--- src/assert_macros.svh ---
`ifndef ASSERT_MACROS_SVH
`define ASSERT_MACROS_SVH

// check a property on every clock edge outside reset
`define ASSERT_PROP(label, clk, rst_n, prop) \
    label: assert property (@(posedge clk) disable iff (!rst_n) (prop)) \
        else $error("assertion failed");

// check that a condition holds in the cycle after its trigger
`define ASSERT_NEXT(label, clk, rst_n, ante, cons) \
    label: assert property (@(posedge clk) disable iff (!rst_n) (ante) |=> (cons)) \
        else $error("assertion failed");

`endif

--- src/scif_pkg.sv ---
`timescale 1ns / 1ps

package scif_pkg;

    typedef struct packed {
        logic [7:0] char_byte;
        logic       is_end;
    } item_t;

    typedef enum logic [1:0] {
        CLASS_NONE  = 2'd0,
        CLASS_INT   = 2'd1,
        CLASS_FLOAT = 2'd2
    } scalar_class_t;

    typedef enum logic [8:0] {
        IP_START  = 9'b000000001,
        IP_ZERO   = 9'b000000010,
        IP_SIGNED = 9'b000000100,
        IP_DEC    = 9'b000001000,
        IP_OCT_E  = 9'b000010000,
        IP_OCT    = 9'b000100000,
        IP_HEX_E  = 9'b001000000,
        IP_HEX    = 9'b010000000,
        IP_DEAD   = 9'b100000000
    } int_phase_t;

    typedef enum logic [8:0] {
        FP_START    = 9'b000000001,
        FP_SIGNED   = 9'b000000010,
        FP_INT      = 9'b000000100,
        FP_DOT      = 9'b000001000,
        FP_FRAC     = 9'b000010000,
        FP_EXP_E    = 9'b000100000,
        FP_EXP_SIGN = 9'b001000000,
        FP_EXP_DIG  = 9'b010000000,
        FP_DEAD     = 9'b100000000
    } float_phase_t;

    localparam logic [7:0] CH_ZERO  = 8'h30;
    localparam logic [7:0] CH_NINE  = 8'h39;
    localparam logic [7:0] CH_SEVEN = 8'h37;
    localparam logic [7:0] CH_PLUS  = 8'h2B;
    localparam logic [7:0] CH_MINUS = 8'h2D;
    localparam logic [7:0] CH_DOT   = 8'h2E;
    localparam logic [7:0] CH_LO_O  = 8'h6F;
    localparam logic [7:0] CH_LO_X  = 8'h78;
    localparam logic [7:0] CH_LO_E  = 8'h65;
    localparam logic [7:0] CH_UP_E  = 8'h45;
    localparam logic [7:0] CH_LO_A  = 8'h61;
    localparam logic [7:0] CH_LO_F  = 8'h66;
    localparam logic [7:0] CH_UP_A  = 8'h41;
    localparam logic [7:0] CH_UP_F  = 8'h46;

    localparam int WORD_LEN   = 4;
    localparam int WORD_COUNT = 6;

    localparam logic [2:0] WORD_POS_MAX = 3'd5;
    localparam logic [2:0] WORD_POS_LEN = 3'd4;

    localparam logic [WORD_COUNT-1:0] ALL_WORDS = 6'b111111;
    localparam logic [WORD_COUNT-1:0] NAN_MASK  = 6'b000111;

    // .nan .NaN .NAN .inf .Inf .INF
    localparam logic [7:0] WORD_TABLE [WORD_COUNT][WORD_LEN] = '{
        '{8'h2E, 8'h6E, 8'h61, 8'h6E},
        '{8'h2E, 8'h4E, 8'h61, 8'h4E},
        '{8'h2E, 8'h4E, 8'h41, 8'h4E},
        '{8'h2E, 8'h69, 8'h6E, 8'h66},
        '{8'h2E, 8'h49, 8'h6E, 8'h66},
        '{8'h2E, 8'h49, 8'h4E, 8'h46}
    };

endpackage

--- src/scif_in_stage.sv ---
`timescale 1ns / 1ps

module scif_in_stage
    import scif_pkg::*;
(
    input  logic       clk,
    input  logic       rst_n,
    input  logic       s_tvalid,
    output logic       s_tready,
    input  logic [7:0] s_tdata,   // char_byte
    input  logic       s_tlast,   // is_end
    input  logic       advance,
    output logic       item_valid,
    output item_t      item
);

    logic  valid_reg;
    logic  valid_next;
    item_t item_reg;

    assign s_tready   = !valid_reg || advance;
    assign item_valid = valid_reg;
    assign item       = item_reg;

    always_comb
    begin
        valid_next = valid_reg;
        if (s_tready)
        begin
            valid_next = s_tvalid;
        end
    end

    always_ff @(posedge clk or negedge rst_n)
    begin
        if (!rst_n)
        begin
            valid_reg <= 1'b0;
        end
        else
        begin
            valid_reg <= valid_next;
        end
    end

    always_ff @(posedge clk)
    begin
        if (s_tready && s_tvalid)
        begin
            item_reg.char_byte <= s_tdata;
            item_reg.is_end    <= s_tlast;
        end
    end

endmodule

--- src/scif_core.sv ---
`timescale 1ns / 1ps

`include "assert_macros.svh"

module scif_core
    import scif_pkg::*;
(
    input  logic          clk,
    input  logic          rst_n,
    input  logic          step,
    input  item_t         item,
    output scalar_class_t cls
);

    int_phase_t              int_phase_reg;
    int_phase_t              int_phase_next;
    float_phase_t            float_phase_reg;
    float_phase_t            float_phase_next;
    logic [2:0]              word_pos_reg;
    logic [2:0]              word_pos_next;
    logic [WORD_COUNT-1:0]   word_cand_reg;
    logic [WORD_COUNT-1:0]   word_cand_next;
    logic                    sign_seen_reg;
    logic                    sign_seen_next;

    logic [7:0]              c;
    logic                    c_dec;
    logic                    c_oct;
    logic                    c_hex;
    logic                    c_sign;
    logic [WORD_COUNT-1:0]   keep;

    assign c      = item.char_byte;
    assign c_dec  = c inside {[CH_ZERO:CH_NINE]};
    assign c_oct  = c inside {[CH_ZERO:CH_SEVEN]};
    assign c_hex  = c inside {[CH_ZERO:CH_NINE], [CH_LO_A:CH_LO_F], [CH_UP_A:CH_UP_F]};
    assign c_sign = (c == CH_PLUS) || (c == CH_MINUS);

    always_comb
    begin
        case (int_phase_reg)
            IP_START:
            begin
                if (c == CH_ZERO)
                    int_phase_next = IP_ZERO;
                else if (c_sign)
                    int_phase_next = IP_SIGNED;
                else
                    int_phase_next = c_dec ? IP_DEC : IP_DEAD;
            end
            IP_ZERO:
            begin
                if (c == CH_LO_O)
                    int_phase_next = IP_OCT_E;
                else if (c == CH_LO_X)
                    int_phase_next = IP_HEX_E;
                else
                    int_phase_next = c_dec ? IP_DEC : IP_DEAD;
            end
            IP_SIGNED, IP_DEC: int_phase_next = c_dec ? IP_DEC : IP_DEAD;
            IP_OCT_E, IP_OCT:  int_phase_next = c_oct ? IP_OCT : IP_DEAD;
            IP_HEX_E, IP_HEX:  int_phase_next = c_hex ? IP_HEX : IP_DEAD;
            default:           int_phase_next = IP_DEAD;
        endcase
    end

    always_comb
    begin
        case (float_phase_reg)
            FP_START:
            begin
                if (c_sign)
                    float_phase_next = FP_SIGNED;
                else if (c_dec)
                    float_phase_next = FP_INT;
                else
                    float_phase_next = (c == CH_DOT) ? FP_DOT : FP_DEAD;
            end
            FP_SIGNED:
            begin
                if (c_dec)
                    float_phase_next = FP_INT;
                else
                    float_phase_next = (c == CH_DOT) ? FP_DOT : FP_DEAD;
            end
            FP_INT:
            begin
                if (c_dec)
                    float_phase_next = FP_INT;
                else
                    float_phase_next = (c == CH_DOT) ? FP_FRAC : FP_DEAD;
            end
            FP_DOT: float_phase_next = c_dec ? FP_FRAC : FP_DEAD;
            FP_FRAC:
            begin
                if (c_dec)
                    float_phase_next = FP_FRAC;
                else if ((c == CH_LO_E) || (c == CH_UP_E))
                    float_phase_next = FP_EXP_E;
                else
                    float_phase_next = FP_DEAD;
            end
            FP_EXP_E:
            begin
                if (c_sign)
                    float_phase_next = FP_EXP_SIGN;
                else
                    float_phase_next = c_dec ? FP_EXP_DIG : FP_DEAD;
            end
            FP_EXP_SIGN, FP_EXP_DIG: float_phase_next = c_dec ? FP_EXP_DIG : FP_DEAD;
            default:                 float_phase_next = FP_DEAD;
        endcase
    end

    always_comb
    begin
        for (int k = 0; k < WORD_COUNT; k++)
        begin
            keep[k] = (word_pos_reg < WORD_POS_LEN) &&
                      (WORD_TABLE[k][word_pos_reg[1:0]] == c);
        end
    end

    always_comb
    begin
        sign_seen_next = sign_seen_reg;
        word_cand_next = word_cand_reg;
        word_pos_next  = word_pos_reg;
        if ((float_phase_reg == FP_START) && c_sign)
        begin
            sign_seen_next = 1'b1;
            word_cand_next = word_cand_reg & ~NAN_MASK;
        end
        else
        begin
            word_cand_next = word_cand_reg & keep;
            if (word_pos_reg < WORD_POS_MAX)
            begin
                word_pos_next = word_pos_reg + 3'd1;
            end
        end
    end

    always_comb
    begin
        if ((int_phase_reg == IP_ZERO) || (int_phase_reg == IP_DEC) ||
            (int_phase_reg == IP_OCT) || (int_phase_reg == IP_HEX))
            cls = CLASS_INT;
        else if ((float_phase_reg == FP_FRAC) || (float_phase_reg == FP_EXP_DIG) ||
                 ((word_pos_reg == WORD_POS_LEN) && (word_cand_reg != '0)))
            cls = CLASS_FLOAT;
        else
            cls = CLASS_NONE;
    end

    always_ff @(posedge clk or negedge rst_n)
    begin
        if (!rst_n)
        begin
            int_phase_reg   <= IP_START;
            float_phase_reg <= FP_START;
            word_pos_reg    <= '0;
            word_cand_reg   <= ALL_WORDS;
            sign_seen_reg   <= 1'b0;
        end
        else if (step)
        begin
            if (item.is_end)
            begin
                int_phase_reg   <= IP_START;
                float_phase_reg <= FP_START;
                word_pos_reg    <= '0;
                word_cand_reg   <= ALL_WORDS;
                sign_seen_reg   <= 1'b0;
            end
            else
            begin
                int_phase_reg   <= int_phase_next;
                float_phase_reg <= float_phase_next;
                word_pos_reg    <= word_pos_next;
                word_cand_reg   <= word_cand_next;
                sign_seen_reg   <= sign_seen_next;
            end
        end
    end

    `ASSERT_NEXT(a_end_restarts, clk, rst_n, step && item.is_end,
        (int_phase_reg == IP_START) && (float_phase_reg == FP_START) && (word_pos_reg == 3'd0))
    `ASSERT_PROP(a_signed_no_nan, clk, rst_n,
        !sign_seen_reg || ((word_cand_reg & NAN_MASK) == '0))
    `ASSERT_NEXT(a_int_dead_sticks, clk, rst_n,
        step && !item.is_end && (int_phase_reg == IP_DEAD), int_phase_reg == IP_DEAD)

endmodule

--- src/scif_out_reg.sv ---
`timescale 1ns / 1ps

module scif_out_reg
    import scif_pkg::*;
(
    input  logic          clk,
    input  logic          rst_n,
    input  logic          load,
    input  scalar_class_t cls,
    output logic          free,
    output logic          m_tvalid,
    input  logic          m_tready,
    output logic [7:0]    m_tdata    // scalar_class, zero padding
);

    logic          valid_reg;
    logic          valid_next;
    scalar_class_t class_reg;

    assign free     = !valid_reg || m_tready;
    assign m_tvalid = valid_reg;
    assign m_tdata  = {6'b0, class_reg};

    always_comb
    begin
        valid_next = valid_reg;
        if (load)
            valid_next = 1'b1;
        else if (m_tready)
            valid_next = 1'b0;
    end

    always_ff @(posedge clk or negedge rst_n)
    begin
        if (!rst_n)
        begin
            valid_reg <= 1'b0;
        end
        else
        begin
            valid_reg <= valid_next;
        end
    end

    always_ff @(posedge clk)
    begin
        if (load)
        begin
            class_reg <= cls;
        end
    end

endmodule

--- src/scalar_int_float_classifier.sv ---
`timescale 1ns / 1ps

// Classifies a scalar streamed one character per transfer on the slave side,
// closed by a transfer with s_tlast high (its data is ignored). For each
// closing transfer one result transfer follows on the master side: 0 neither,
// 1 integer, 2 float, integer taking precedence. Character transfers give no
// result. One transfer is accepted every cycle unless the slave side stalls;
// m_tvalid rises once the closing transfer has passed the input register, the
// combinational class logic and the result register. The slave side stalls only
// while a closing transfer waits for a result that has not been taken.

module scalar_int_float_classifier
    import scif_pkg::*;
(
    input  logic       clk,
    input  logic       rst_n,
    input  logic       s_tvalid,
    output logic       s_tready,
    input  logic [7:0] s_tdata,   // char_byte
    input  logic       s_tlast,   // is_end
    output logic       m_tvalid,
    input  logic       m_tready,
    output logic [7:0] m_tdata    // scalar_class, zero padding
);

    logic          item_valid;
    item_t         item;
    logic          advance;
    logic          out_free;
    scalar_class_t cls;

    assign advance = item_valid && (!item.is_end || out_free);

    scif_in_stage u_in_stage (
        .clk        (clk),
        .rst_n      (rst_n),
        .s_tvalid   (s_tvalid),
        .s_tready   (s_tready),
        .s_tdata    (s_tdata),
        .s_tlast    (s_tlast),
        .advance    (advance),
        .item_valid (item_valid),
        .item       (item)
    );

    scif_core u_core (
        .clk   (clk),
        .rst_n (rst_n),
        .step  (advance),
        .item  (item),
        .cls   (cls)
    );

    scif_out_reg u_out_reg (
        .clk      (clk),
        .rst_n    (rst_n),
        .load     (advance && item.is_end),
        .cls      (cls),
        .free     (out_free),
        .m_tvalid (m_tvalid),
        .m_tready (m_tready),
        .m_tdata  (m_tdata)
    );

endmodule

--- config.mk ---
export PLATFORM = sky130hd
export DESIGN_NAME = scalar_int_float_classifier
export DESIGN_NICKNAME = d
export VERILOG_FILES = /design/src/scif_pkg.sv /design/src/scif_in_stage.sv /design/src/scif_core.sv /design/src/scif_out_reg.sv /design/src/scalar_int_float_classifier.sv
export VERILOG_INCLUDE_DIRS = /design/src /design/src/src
export SDC_FILE = /design/constraint.sdc
export NUM_CORES = 1
export LEC_CHECK = 0
export ABC_AREA = 1
export BUFFER_PORTS_ARGS = -buffer_cell sky130_fd_sc_hd__buf_2
export CORE_MARGIN = 5
export CORE_UTILIZATION = 41
export DETAILED_ROUTE_END_ITERATION = 10
export REMOVE_ABC_BUFFERS = 1
export SLEW_MARGIN = 25
export SYNTH_ARGS = -nofsm -noshare
export SYNTH_HDL_FRONTEND = slang
export SYNTH_SLANG_ARGS = --single-unit
--- constraint.sdc ---
create_clock -name clk -period 3.7 [get_ports clk]
set_input_delay 0 -clock clk [delete_from_list [all_inputs] [get_ports clk]]
set_output_delay 0 -clock clk [all_outputs]
set_load 0.02 [all_outputs]
**After elaboration in Yosys (flattened, before gate mapping)**

Cells that the tools add are included.

- $add $sub $neg: 1
- Multiply operators: 0
- Divide/modulo/power cells: 0
- Magnitude comparators: 10
- Eq/ne operators: 32
- Shifts and indexed selects: 0
- Mux-type cells: 47
- Bitwise logic cells: 2
- Reductions and logical operators: 38

Operator list:

| kind | count |
|---|---|
| 2-to-1 mux 9 bit | 19 |
| binary-select mux 8 bit (select 2 bit) | 6 |
| 2-to-1 mux 8 bit | 12 |
| case mux 9 bit (7 select lines) | 1 |
| == test 8 bit | 6 |
| case mux 9 bit (5 select lines) | 1 |
| == test 8 x 6 -> 1 bit (second input constant) | 4 |
| == test 8 x 7 -> 1 bit (second input constant) | 4 |
| == test 9 x 1 -> 1 bit (second input constant) | 2 |
| == test 9 x 2 -> 1 bit (second input constant) | 2 |
| == test 9 x 3 -> 1 bit (second input constant) | 2 |
| == test 9 x 4 -> 1 bit (second input constant) | 2 |
| == test 9 x 5 -> 1 bit (second input constant) | 2 |
| == test 9 x 6 -> 1 bit (second input constant) | 2 |
| == test 9 x 7 -> 1 bit (second input constant) | 2 |
| == test 9 x 8 -> 1 bit (second input constant) | 2 |
| >= comparator 8 x 7 -> 1 bit (second input constant) | 2 |
| less-or-equal comparator 8 x 6 -> 1 bit (second input constant) | 2 |
| less-or-equal comparator 8 x 7 -> 1 bit (second input constant) | 2 |
| logical AND 1 bit | 15 |
| 2-to-1 mux 6 bit | 2 |
| logical OR 1 bit | 10 |
| 2-to-1 mux 3 bit | 3 |
| >= comparator 8 x 6 -> 1 bit (second input constant) | 1 |
| 16 further kinds | 24 |

- Register bits: 40
- Bits in latches: 0
- RAM bits: 0
- Memory bits (read-only): 0
- Bits of input ports: 13
- Output and inout bits: 10
- Word-level logic and storage cells: 140
- Memories: 0

**Longest topological paths before layout**

Gate-level depths: netlist of run 1.

- Word-level depth: 9
- Depth in mapped cells: 12
- Gate-level depth less buffers: 12

**Hierarchy**

Synthesis of run 1 repeated with hierarchy kept, for this count alone.

- Cells, all modules: 339
- Area total of the unflattened synthesis: 2524.9 um^2

Modules (own cells, without submodules):

| module | times used | cells an instance | area an instance (um^2) | sequential area each (um^2) |
|---|---|---|---|---|
| scif_core | 1 | 305 | 2030.7 | 659.4 |
| scif_in_stage | 1 | 15 | 315.3 | 295.3 |
| scif_out_reg | 1 | 14 | 153.9 | 85.1 |
| scalar_int_float_classifier | 1 | 5 | 25.0 | 0.0 |

**Worst setup path before layout of run 1**

No wires, ideal clock.

- Path kind: register to register
- Start point: reg u_core.word_pos_reg[0]
- End point: reg u_core.word_cand_reg[5]
- Library setup time: 0.072 ns
- Data arrival time: 1.342 ns
- Data required time: 3.628 ns
- Setup slack: 2.286 ns
- Stages on the path, launching flop included: 10
- Buffers on the path: 0
- Clock period less this slack: 1.414 ns
- Cell sequence: dfrtp_1 inv_1 ha_1 xor2_1 nand2_1 nor2_1 nand3_1 o21ai_0 nand2_1 o21ai_1

- Word-level cells in the longest chain between the ends: 9
- Elaborated cells on any way between the ends: 10
- Those cells by class: order compare: 1; eq/ne: 1; mux: 5; bitwise: 2; reduce/logical: 1

Ends and longest elaborated chain:

| what | RTL line | RTL |
|---|---|---|
| start, declared | scif_core.sv:19 | `logic [2:0] word_pos_reg;` |
| start signal, assigned | scif_core.sv:180 | `word_pos_reg <= word_pos_next;` |
| NOT 2 -> 3 bit (not written as such) | scif_core.sv:120 | `(WORD_TABLE[k][word_pos_reg[1:0]] == c);` |
| binary-select mux 8 bit (select 2 bit) | scif_core.sv:120 |  |
| 2-to-1 mux 8 bit (not written as such) (2 in series) | scif_core.sv:120 |  |
| == test 8 bit | scif_core.sv:120 |  |
| logical AND 1 bit (*) | scif_core.sv:119 | `keep[k] = (word_pos_reg < WORD_POS_LEN) &&` |
| bitwise AND 6 bit (*) | scif_core.sv:136 | `word_cand_next = word_cand_reg & keep;` |
| 2-to-1 mux 6 bit (*) | scif_core.sv:129 | `if ((float_phase_reg == FP_START) && c_sign)` |
| 2-to-1 mux 6 bit (*) | scif_core.sv:168 | `if (item.is_end)` |
| end signal, assigned | scif_core.sv:181 | `word_cand_reg <= word_cand_next;` |
| end, declared | scif_core.sv:21 | `logic [WORD_COUNT-1:0] word_cand_reg;` |

Mark *: on every way between the ends. The rest lies on a longest branch, timed or not. The select of a mux whose other input is x is not followed.
A chain may end at the register's enable or synchronous reset.

**Worst setup path in the final report of run 1**

- Start point: reg u_in_stage.item_reg (netlist bit u_in_stage.item[0])
- End point: reg u_core.float_phase_reg[6]

- Word-level cells in the longest chain between the ends: 3
- Elaborated cells on any way between the ends: 4
- Those cells by class: mux: 1; reduce/logical: 3

Ends and longest elaborated chain:

| what | RTL line | RTL |
|---|---|---|
| start, declared | scif_in_stage.sv:19 | `item_t item_reg;` |
| zero test 1 bit | scalar_int_float_classifier.sv:32 | `assign advance = item_valid && (!item.is_end \|\| out_free);` |
| logical OR 1 bit | scalar_int_float_classifier.sv:32 |  |
| logical AND 1 bit | scalar_int_float_classifier.sv:32 |  |
| end signal, assigned | scif_core.sv:179 | `float_phase_reg <= float_phase_next;` |
| end, declared | scif_core.sv:17 | `float_phase_t float_phase_reg;` |

Several ways; a longest one is shown, not always the timed one.

==> Implementation_results.wiki, run 1 <==
{| class="wikitable"
! Metric !! Value
|-
| Post-CTS Setup Bufs || 0
|-
| Max Clock Freq || 497 MHz
|-
| Final setup margin || 1.69 ns
|-
| Setup repair after global routing missed its margin || false
|-
| Final worst path period need || 2.01 ns
|-
| Clock root buffer master || sky130_fd_sc_hd__clkbuf_8
|-
| Final HPWL DP || 4560 µm
|-
| Number of buffers inserted during clock tree synthesis || 5
|-
| CP Data Required Time || 3.90 ns
|-
| Share of layout cells above drive strength 1 || 18.8%
|-
| Clock input transition at the sequential cells of the worst setup and hold paths || 0.08 ns
|-
| Clock tree from TritonCTS || done
|-
| Mapped Avg Cell Area || 7.60 µm²
|-
| Most frequent cells in the layout || sky130_fd_sc_hd__nand2_1 (71), sky130_fd_sc_hd__nor2_1 (39), sky130_fd_sc_hd__nand3_1 (35)
|-
| Worst Path Class, Setup || flip-flop to flip-flop
|-
| Antenna violations before repair || 0
|-
| Via count of the routed design || 2205
|-
| P&R area growth vs syn || 12.0%
|-
| Final nets || 384
|-
| Minimum setup slack after placement || 1.72 ns
|-
| Worst Skew || 0.00508 ns
|-
| Startpoint class of the critical path || flip-flop
|-
| Placed cells || 422
|-
| Post-synthesis sequential area ratio || 40.5%
|-
| Later-pin clock latency in the skew report || 0.29 ns
|-
| Core Region || 5990 µm²
|-
| First-pass GRT wire length || 9920 µm
|-
| Count of endpoints failing setup in the final report || 0
|-
| Overall overflow remaining after global route || 0
|-
| Total power per unit cell area || 374 nW/µm²
|-
| Class of the tightest hold or removal check || primary input to async pin
|-
| CTS HTree Levels || 2
|-
| Synthesized instance count || 338
|-
| CTS Hold Bufs || 12
|-
| Distinct cell type count of the synthesized netlist || 39
|-
| Antenna diode instance count || 0
|-
| Total of fill cells in the finished design || 568
|-
| Leading cell type in the layout, fill and taps excluded || sky130_fd_sc_hd__nand2_1
|-
| Number of top-level pins || 23
|-
| Final sum of negative setup slack || 0 ns
|-
| Yosys Warn Count || 0
|-
| Port-buffer cells || 16
|-
| Slew @ Worst Pin || 0.611 ns
|-
| GRT Overall Usage || 16.1%
|-
| Total detailed-routing wirelength || 5920 µm
|-
| # resized after CTS || 0
|-
| Sort of element at the end of the critical path || flip-flop
|-
| DRC viols || 0
|-
| Number of violations of the max-capacitance limit || 0
|-
| First drt pass iteration count || 4
|-
| Mapped Area || 2570 µm²
|-
| Maximum number of buffers from clock root to sink || 2
|-
| Initial DRC Count || 112
|-
| Outcome || finished, final reports clean
|-
| Largest net degree at the start of global routing || 29
|-
| Number of clock sinks || 39
|-
| Total power || 0.00108 W
|-
| Routability Congestion || 0.816
|-
| Num rows || 28
|-
| Relative slew slack || 59.3%
|-
| Total of flip-flops plus latches after synthesis || 39
|-
| DR vias/cell || 4.99
|-
| Worst ir drop on vdd || 0.227 mV
|-
| Number of global-route vias before repair || 2155
|-
| Final Hold Fails || 0
|-
| Worst-path fanout max || 19
|-
| Fin cells || 442
|-
| Period utilization || 54.4%
|-
| Width of the die || 89.2 µm
|-
| Leakage || 1.33 nW
|-
| Effective utilization at floorplan || 42.9%
|-
| Arrival time at the worst endpoint || 2.21 ns
|-
| Final-report max-slew violation count || 0
|-
| Floorplan die area || 7950 µm²
|-
| Post-detailed-route wirelength per cell || 13.4 µm
|-
| Routed Antenna Nets || 0
|-
| Die span in y || 89.2 µm
|}
worst paths after layout:
check | to | depth (start not counted) | startpoint | slack [ns]
min | u_core.int_phase_reg[6] | 2 | rst_n | 0.26
max in group asynchronous | u_core.word_pos_reg[1] | 2 | rst_n | 3.04
max | u_core.float_phase_reg[6] | 6 | u_in_stage.item[0] | 1.69
min in group clk | u_in_stage.item[7] | 2 | s_tdata[6] | 0.42
max reg2reg | u_core.float_phase_reg[6] | 6 | u_in_stage.item[0] | 1.69
min reg2reg | u_core.word_cand_reg[3] | 2 | u_core.word_cand_reg[3] | 0.46
power by group:
part           switching, W  leakage, nW  internal, W
combinational      0.000173        0.815    0.0000952
clock              0.000145       0.0477     0.000129
sequential        0.0000434        0.464     0.000491
total              0.000361         1.33     0.000715
cell families (layout without fill, tap and decap cells):
logic type | after synthesis | in the layout | synth area share, %
AOI/OAI and AO/OA | 38 | 38 | 8.96
xor gates and xnor gates | 6 | 6 | 2.04
adders and majority gates | 5 | 5 | 2.43
buffers and inverters | 55 | 79 | 9.79
DFF | 39 | 39 | 40.5
other | 1 | 6 | 0.146
and+or+nand+nor | 194 | 194 | 36.2
metal layers:
metal,vias up,global-route usage [%],wire (µm)
met5,-,0,0
met4,0,4.06,23
met3,2,3.50,234
met2,46,26.5,2780
met1,1003,21.6,2880
li1,1154,-,-
critical path, cell delays in order (launching register included):
cell,delay [ns]
sky130_fd_sc_hd__edfxtp_1,0.46
sky130_fd_sc_hd__nand3_1,0.12
sky130_fd_sc_hd__nand2_1,0.29
sky130_fd_sc_hd__inv_2,0.41
sky130_fd_sc_hd__nand2_2,0.19
sky130_fd_sc_hd__or2_1,0.27
sky130_fd_sc_hd__o31ai_2,0.18
synthesized netlist by cell type (all sizes together):
cell type	count	area, µm²
a21oi	8	43.8
nand3	37	195
buf	11	83.8
a2bb2oi	1	8.76
xor2	4	35.0
nand4	11	68.8
nor4	1	6.26
xnor2	2	17.5
nor2	55	277
o2111ai	1	8.76
clkinv	1	3.75
nor3	10	50.1
nand2	79	327
a22oi	1	7.51
dfstp	7	184
inv	42	160
or2	1	6.26
dfrtp	21	526
o32ai	1	8.76
o31ai	1	12.5
a31oi	3	18.8
conb	1	3.75
o22ai	3	18.8
clkbuf	1	3.75
o21ai	19	103
edfxtp	11	330
ha	5	62.6
layout make-up:
class / count / area (µm²) / area share, %
Tap cell: 75 / 93.8 / 3.26
Clock inverter: 3 / 15.0 / 0.522
Timing Repair Buffer: 28 / 200 / 6.95
Multi-Input combinational cell: 249 / 1300 / 45.1
Sequential cell: 39 / 1040 / 36.1
Inverter: 43 / 164 / 5.69
Clock buffer: 5 / 68.8 / 2.39
through the flow:
step | utilization, % | hold WS (ns) | cell area, µm²
2_1_floorplan | - | -0.296 | 2500
3_3_place_gp | 44.7 | 0.0564 | 2680
3_5_place_dp | 44.7 | 0.0547 | 2680
4_1_cts | 48.1 | 0.291 | 2880
5_1_grt | 48.1 | 0.336 | 2880
6_report | 48.1 | 0.257 | 2880
Power figures use the tool's default switching activity.
==> run 2: changes to the inputs <==
==> constraint.sdc (replaced) <==
create_clock -name clk -period 2.1 [get_ports clk]
set_input_delay 0 -clock clk [delete_from_list [all_inputs] [get_ports clk]]
set_output_delay 0 -clock clk [all_outputs]
set_load 0.02 [all_outputs]
==> Implementation_results.wiki, run 2 (synthesis results as in run 1) <==
{| class="wikitable"
! Metric !! Value
|-
| Maximum number of buffers from clock root to sink || 2
|-
| CP Data Required Time || 2.32 ns
|-
| Width of the die || 89.2 µm
|-
| Die span in y || 89.2 µm
|-
| Arrival time at the worst endpoint || 1.90 ns
|-
| Number of violations of the max-capacitance limit || 0
|-
| Cell family with most CP delay || flip-flops
|-
| Effective utilization at floorplan || 42.9%
|-
| # resized after CTS || 0
|-
| Setup repair after global routing missed its margin || false
|-
| Number of buffers inserted during clock tree synthesis || 5
|-
| Final setup margin || 0.416 ns
|-
| Final Hold Fails || 0
|-
| Number of global-route vias before repair || 2285
|-
| Antenna diode instance count || 0
|-
| Worst reg-to-reg setup slack || 0.42 ns
|-
| Port-buffer cells || 16
|-
| First-pass GRT wire length || 10500 µm
|-
| Total power || 0.00197 W
|-
| Register area || 1040 µm²
|-
| Critical Path Slowest Stage Cell || sky130_fd_sc_hd__dfrtp_1
|-
| Share of the core filled with cells || 48.6%
|-
| P&R area growth vs syn || 13.2%
|-
| Most frequent cells in the layout || sky130_fd_sc_hd__nand2_1 (71), sky130_fd_sc_hd__nor2_1 (39), sky130_fd_sc_hd__nand3_1 (35)
|-
| Wl on met1 || 2760 µm
|-
| Num rows || 28
|-
| Clock input transition at the sequential cells of the worst setup and hold paths || 0.09 ns
|-
| Final HPWL DP || 4540 µm
|-
| Highest Signal Layer || met4
|-
| Floorplan die area || 7950 µm²
|-
| Worst Path Class, Setup || flip-flop to flip-flop
|-
| Post-CTS Setup Bufs || 0
|-
| Initial DRC Count || 197
|-
| Startpoint class of the critical path || flip-flop
|-
| Relative slew slack || 54.7%
|-
| Sort of element at the end of the critical path || flip-flop
|-
| Total of fill cells in the finished design || 600
|-
| Final nets || 387
|-
| Count of endpoints failing setup in the final report || 0
|-
| Total power per unit cell area || 678 nW/µm²
|-
| Critical path startpoint || u_core.word_pos_reg[0]
|-
| GRT Overall Usage || 17.0%
|-
| Later-pin clock latency in the skew report || 0.30 ns
|-
| Buffers & Inverters on Critical Path || 1
|-
| Reg-to-Reg Start || u_core.word_pos_reg[0]
|-
| Outcome || finished, final reports clean
|-
| Worst ir drop on vdd || 0.550 mV
|-
| Share of layout cells above drive strength 1 || 19.2%
|-
| Sum of met3 wire segment lengths after detailed routing || 263 µm
|-
| Critical path's largest stage delay || 0.43 ns
|-
| DRC viols || 0
|-
| Class of the tightest hold or removal check || primary input to async pin
|-
| Largest net degree at the start of global routing || 29
|-
| Routed Antenna Nets || 0
|-
| First drt pass iteration count || 4
|-
| Clock root buffer master || sky130_fd_sc_hd__clkbuf_8
|-
| Core Region || 5990 µm²
|-
| Final sum of negative setup slack || 0 ns
|-
| Depth of the most critical reg-to-reg path || 7
|-
| DR vias/cell || 5.12
|-
| Via count of the routed design || 2280
|-
| Worst Skew || 0.0107 ns
|-
| Max Clock Freq || 594 MHz
|-
| Period utilization || 80.2%
|-
| Leakage || 1.34 nW
|-
| Met2 routed WL || 2910 µm
|-
| Worst reg2reg endpoint || u_core.word_cand_reg[1]
|-
| Final-report max-slew violation count || 0
|-
| Clock tree from TritonCTS || done
|-
| Cells along the critical path || inv_1 > ha_1 > xor2_1 > nand2_1 > nor3_1 > a31oi_1 > o21ai_0
|-
| Minimum setup slack after placement || 0.408 ns
|-
| Slew @ Worst Pin || 0.679 ns
|-
| Area taken by multi-input logic gates || 1300 µm²
|-
| Final worst path period need || 1.68 ns
|-
| Worst-path fanout max || 5
|-
| Routability Congestion || 0.883
|-
| Post-detailed-route wirelength per cell || 13.5 µm
|-
| CTS HTree Levels || 2
|-
| Number of clock sinks || 39
|-
| Overall overflow remaining after global route || 0
|-
| Antenna violations before repair || 0
|-
| Number of top-level pins || 23
|-
| Total detailed-routing wirelength || 6000 µm
|-
| Leading cell type in the layout, fill and taps excluded || sky130_fd_sc_hd__nand2_1
|}
## run 2: worst max-delay path by stage
stage | to | cells past startpoint
after floorplan | u_core.float_phase_reg[6] | 6
after global placement | u_core.word_cand_reg[5] | 9
after detailed placement | u_core.word_cand_reg[5] | 9
after CTS | u_core.word_cand_reg[1] | 7
after global routing | u_core.word_cand_reg[5] | 9
final | u_core.word_cand_reg[1] | 7
## run 2: cell type report
type | count | share of cell area, %
repair buffers | 31 | 7.66
flip-flops and latches | 39 | 35.7
inverters | 43 | 5.63
clock buffers | 7 | 2.97
multi-input cells | 249 | 44.6
well taps | 75 | 3.23
clock inverters | 1 | 0.172
## run 2: worst register-to-register path, delay by kind of cell, from the launching register on
family	cells	cell delay, ns
buffers and inverters	1	0.14
adder cells (fa/ha/maj)	1	0.21
XOR/XNOR	1	0.15
AND/OR/NAND/NOR	2	0.33
flip-flops	1	0.43
AO/OA/AOI/OAI	2	0.35
## run 2: repair_timing
| item | CTS | global route |
|---|---|---|
| hold buffers | 12 | 0 |
| endpoints found under the setup margin | 0 | 0 |
| endpoints found under the hold margin | 32 | 0 |
## run 2: per-stage QoR
stage               std cells  area (µm²)  hold WS [ns]
detailed placement        425        2700        0.0777
floorplan                 331        2500        -0.296
CTS                       445        2910         0.290
global route              445        2910         0.335
global placement          425        2700        0.0758
finish                    445        2910         0.266
## run 2: power breakdown
group	switching (W)	leakage (nW)	internal [W]
sequential	0.0000719	0.464	0.000864
clock	0.000286	0.0482	0.000266
combinational	0.000311	0.829	0.000175
## run 2: metal layers
layer	vias to the layer above	global-route usage (%)
li1	1161	-
met1	1055	21.5
met2	58	29.1
met3	6	3.50
met4	0	5.14
met5	-	0
==> run 3: changes to the inputs <==
==> constraint.sdc (replaced) <==
create_clock -name clk -period 1.4 [get_ports clk]
set_input_delay 0 -clock clk [delete_from_list [all_inputs] [get_ports clk]]
set_output_delay 0 -clock clk [all_outputs]
set_load 0.02 [all_outputs]
==> Implementation_results.wiki, run 3 (synthesis results as in run 1) <==
{| class="wikitable"
! Metric !! Value
|-
| Cell family with most CP delay || simple AND/OR/NAND/NOR gates
|-
| Count of endpoints failing setup in the final report || 21
|-
| Seq pwr share || 36.3%
|-
| Slew @ Worst Pin || 0.663 ns
|-
| Cells along the critical path || nor2_2 > nand3_2 > inv_1 > nand2_2 > nand2_1 > nor2_1 > nand2_1 > nand2_1 > o22ai_2
|-
| Finished Cell Area || 4100 µm²
|-
| Minimum setup slack after placement || -0.186 ns
|-
| DRC viols || 0
|-
| Largest net degree at the start of global routing || 29
|-
| Period utilization || 112%
|-
| Clock network fraction of design power || 26.2%
|-
| Final Hold Fails || 0
|-
| CP Data Required Time || 1.58 ns
|-
| Number of buffers inserted during clock tree synthesis || 5
|-
| Share of the core filled with cells || 68.5%
|-
| Outcome || finished with violations
|-
| Floorplan die area || 7950 µm²
|-
| Worst Skew || 0.00687 ns
|-
| Arrival time at the worst endpoint || 1.75 ns
|-
| Overall overflow remaining after global route || 0
|-
| Switch Pwr || 0.00132 W
|-
| Routed Antenna Nets || 0
|-
| Net switching fraction of the power || 34.1%
|-
| Worst Path Class, Setup || flip-flop to flip-flop
|-
| Initial DRC Count || 112
|-
| Leakage || 1.88 nW
|-
| Most frequent cells in the layout || sky130_fd_sc_hd__buf_4 (72), sky130_fd_sc_hd__nand2_1 (57), sky130_fd_sc_hd__inv_1 (25)
|-
| Worst hold margin || 0.262 ns
|-
| Critical path's largest stage delay || 0.61 ns
|-
| Total detailed-routing wirelength || 7550 µm
|-
| P&R area growth vs syn || 59.6%
|-
| Antenna diode instance count || 0
|-
| Leading cell type in the layout, fill and taps excluded || sky130_fd_sc_hd__buf_4
|-
| Die span in y || 89.2 µm
|-
| Clock root buffer master || sky130_fd_sc_hd__clkbuf_8
|-
| Via count of the routed design || 2669
|-
| Total power per unit cell area || 942 nW/µm²
|-
| Final setup margin || -0.170 ns
|-
| Final HPWL DP || 4900 µm
|-
| Post-detailed-route wirelength per cell || 14.3 µm
|-
| First drt pass iteration count || 4
|-
| Relative slew slack || 55.8%
|-
| Combinational fraction of design power || 37.5%
|-
| Maximum number of buffers from clock root to sink || 2
|-
| Number of global-route vias before repair || 2690
|-
| Later-pin clock latency in the skew report || 0.30 ns
|-
| Port-buffer cells || 16
|-
| Worst-path fanout max || 4
|-
| First-pass GRT wire length || 12100 µm
|-
| Routability Congestion || 0.908
|-
| Setup repair after global routing missed its margin || true
|-
| Share of layout cells above drive strength 1 || 52.6%
|-
| GRT Overall Usage || 19.3%
|-
| Final nets || 471
|-
| Clock tree from TritonCTS || done
|-
| Total of fill cells in the finished design || 446
|-
| Clock input transition at the sequential cells of the worst setup and hold paths || 0.08 ns
|-
| Final-report max-slew violation count || 0
|-
| Sort of element at the end of the critical path || flip-flop
|-
| Number of violations of the max-capacitance limit || 0
|-
| Placed instance area || 3170 µm²
|-
| Number of top-level pins || 23
|-
| P_int || 0.00255 W
|-
| Num rows || 28
|-
| CTS HTree Levels || 2
|-
| Core Region || 5990 µm²
|-
| Startpoint class of the critical path || flip-flop
|-
| Number of clock sinks || 39
|-
| Class of the tightest hold or removal check || primary input to async pin
|-
| Final sum of negative setup slack || -1.23 ns
|-
| Worst ir drop on vdd || 0.831 mV
|-
| Antenna violations before repair || 0
|-
| Buffers & Inverters on Critical Path || 1
|-
| Width of the die || 89.2 µm
|-
| Critical Path Slowest Stage Cell || sky130_fd_sc_hd__dfstp_2
|-
| Max Clock Freq || 637 MHz
|-
| DR vias/cell || 5.05
|-
| Final worst path period need || 1.57 ns
|-
| Violated checks || setup timing
|-
| Most common cell type on the critical path || sky130_fd_sc_hd__nand2_1
|-
| Effective utilization at floorplan || 42.9%
|}
run 3: cell types whose count changed in the layout (fill, tap and decap cells not counted), moves of 6 or more:
| cell | change |
|---|---|
| sky130_fd_sc_hd__o21ai_0 | -9 |
| sky130_fd_sc_hd__nand2_1 | -14 |
| sky130_fd_sc_hd__nor2_4 | +17 |
| sky130_fd_sc_hd__nor3_1 | -6 |
| sky130_fd_sc_hd__nand2_2 | +9 |
| sky130_fd_sc_hd__o21ai_1 | +7 |
| sky130_fd_sc_hd__buf_6 | +14 |
| sky130_fd_sc_hd__nand3_2 | +12 |
| sky130_fd_sc_hd__buf_4 | +69 |
| sky130_fd_sc_hd__inv_1 | -9 |
| sky130_fd_sc_hd__nand3_1 | -15 |
| sky130_fd_sc_hd__inv_2 | +7 |
| sky130_fd_sc_hd__nor2_1 | -18 |
run 3: power by group through the flow:
stage / Sequential (W) / Combinational, W / Clock, W
after detailed placement: 0.00141 / 0.000929 / 0
after floorplan: 0.00141 / 0.000520 / 0
final: 0.00140 / 0.00145 / 0.00101
after global placement: 0.00141 / 0.000914 / 0
after global routing: 0.00142 / 0.00158 / 0.00107
after CTS: 0.00139 / 0.00122 / 0.00103
run 3: layout make-up:
type | count | area [µm²] | area share (%)
clock buffer | 7 | 119 | 2.90
sequential | 39 | 1040 | 25.4
timing repair buffer | 115 | 918 | 22.4
tap | 75 | 93.8 | 2.29
inverter | 43 | 169 | 4.12
clock inverter | 1 | 7.51 | 0.183
multi-input combinational | 249 | 1750 | 42.8
run 3: metal layers:
layer	share of wire, %	track usage [%]	vias up
met2	52	33.7	63
li1	-	-	1326
met5	0	0	-
met1	42	24.0	1263
met4	1.7	6.22	0
met3	4.7	3.59	17
run 3: repair_timing:
item / in CTS / in global routing
pin swaps: 31 / 46
hold buffers: 12 / 0
setup endpoints to repair: 23 / 27
endpoints found under the hold margin: 32 / 0
gates resized for setup: 68 / 70
setup buffers: 16 / 7
run 3: per-stage QoR:
stage | cells | total power (W)
after CTS | 522 | 0.00364
after detailed placement | 486 | 0.00234
final | 529 | 0.00387
after global routing | 529 | 0.00407
after global placement | 486 | 0.00232
after floorplan | 331 | 0.00193
run 3: worst paths after layout:
path / startpoint / to / slack (ns) / cells past startpoint
hold reg to reg: u_core.word_cand_reg[2] / u_core.word_cand_reg[2] / 0.47 / 2
setup reg to reg: u_core.float_phase_reg[0] / u_core.float_phase_reg[4] / -0.17 / 9
hold / removal: rst_n / u_core.int_phase_reg[5] / 0.26 / 2
setup / recovery: u_core.float_phase_reg[0] / u_core.float_phase_reg[4] / -0.17 / 9
max in group asynchronous: rst_n / u_core.word_pos_reg[0] / 0.66 / 2
min in group clk: s_tdata[2] / u_in_stage.item[3] / 0.41 / 2
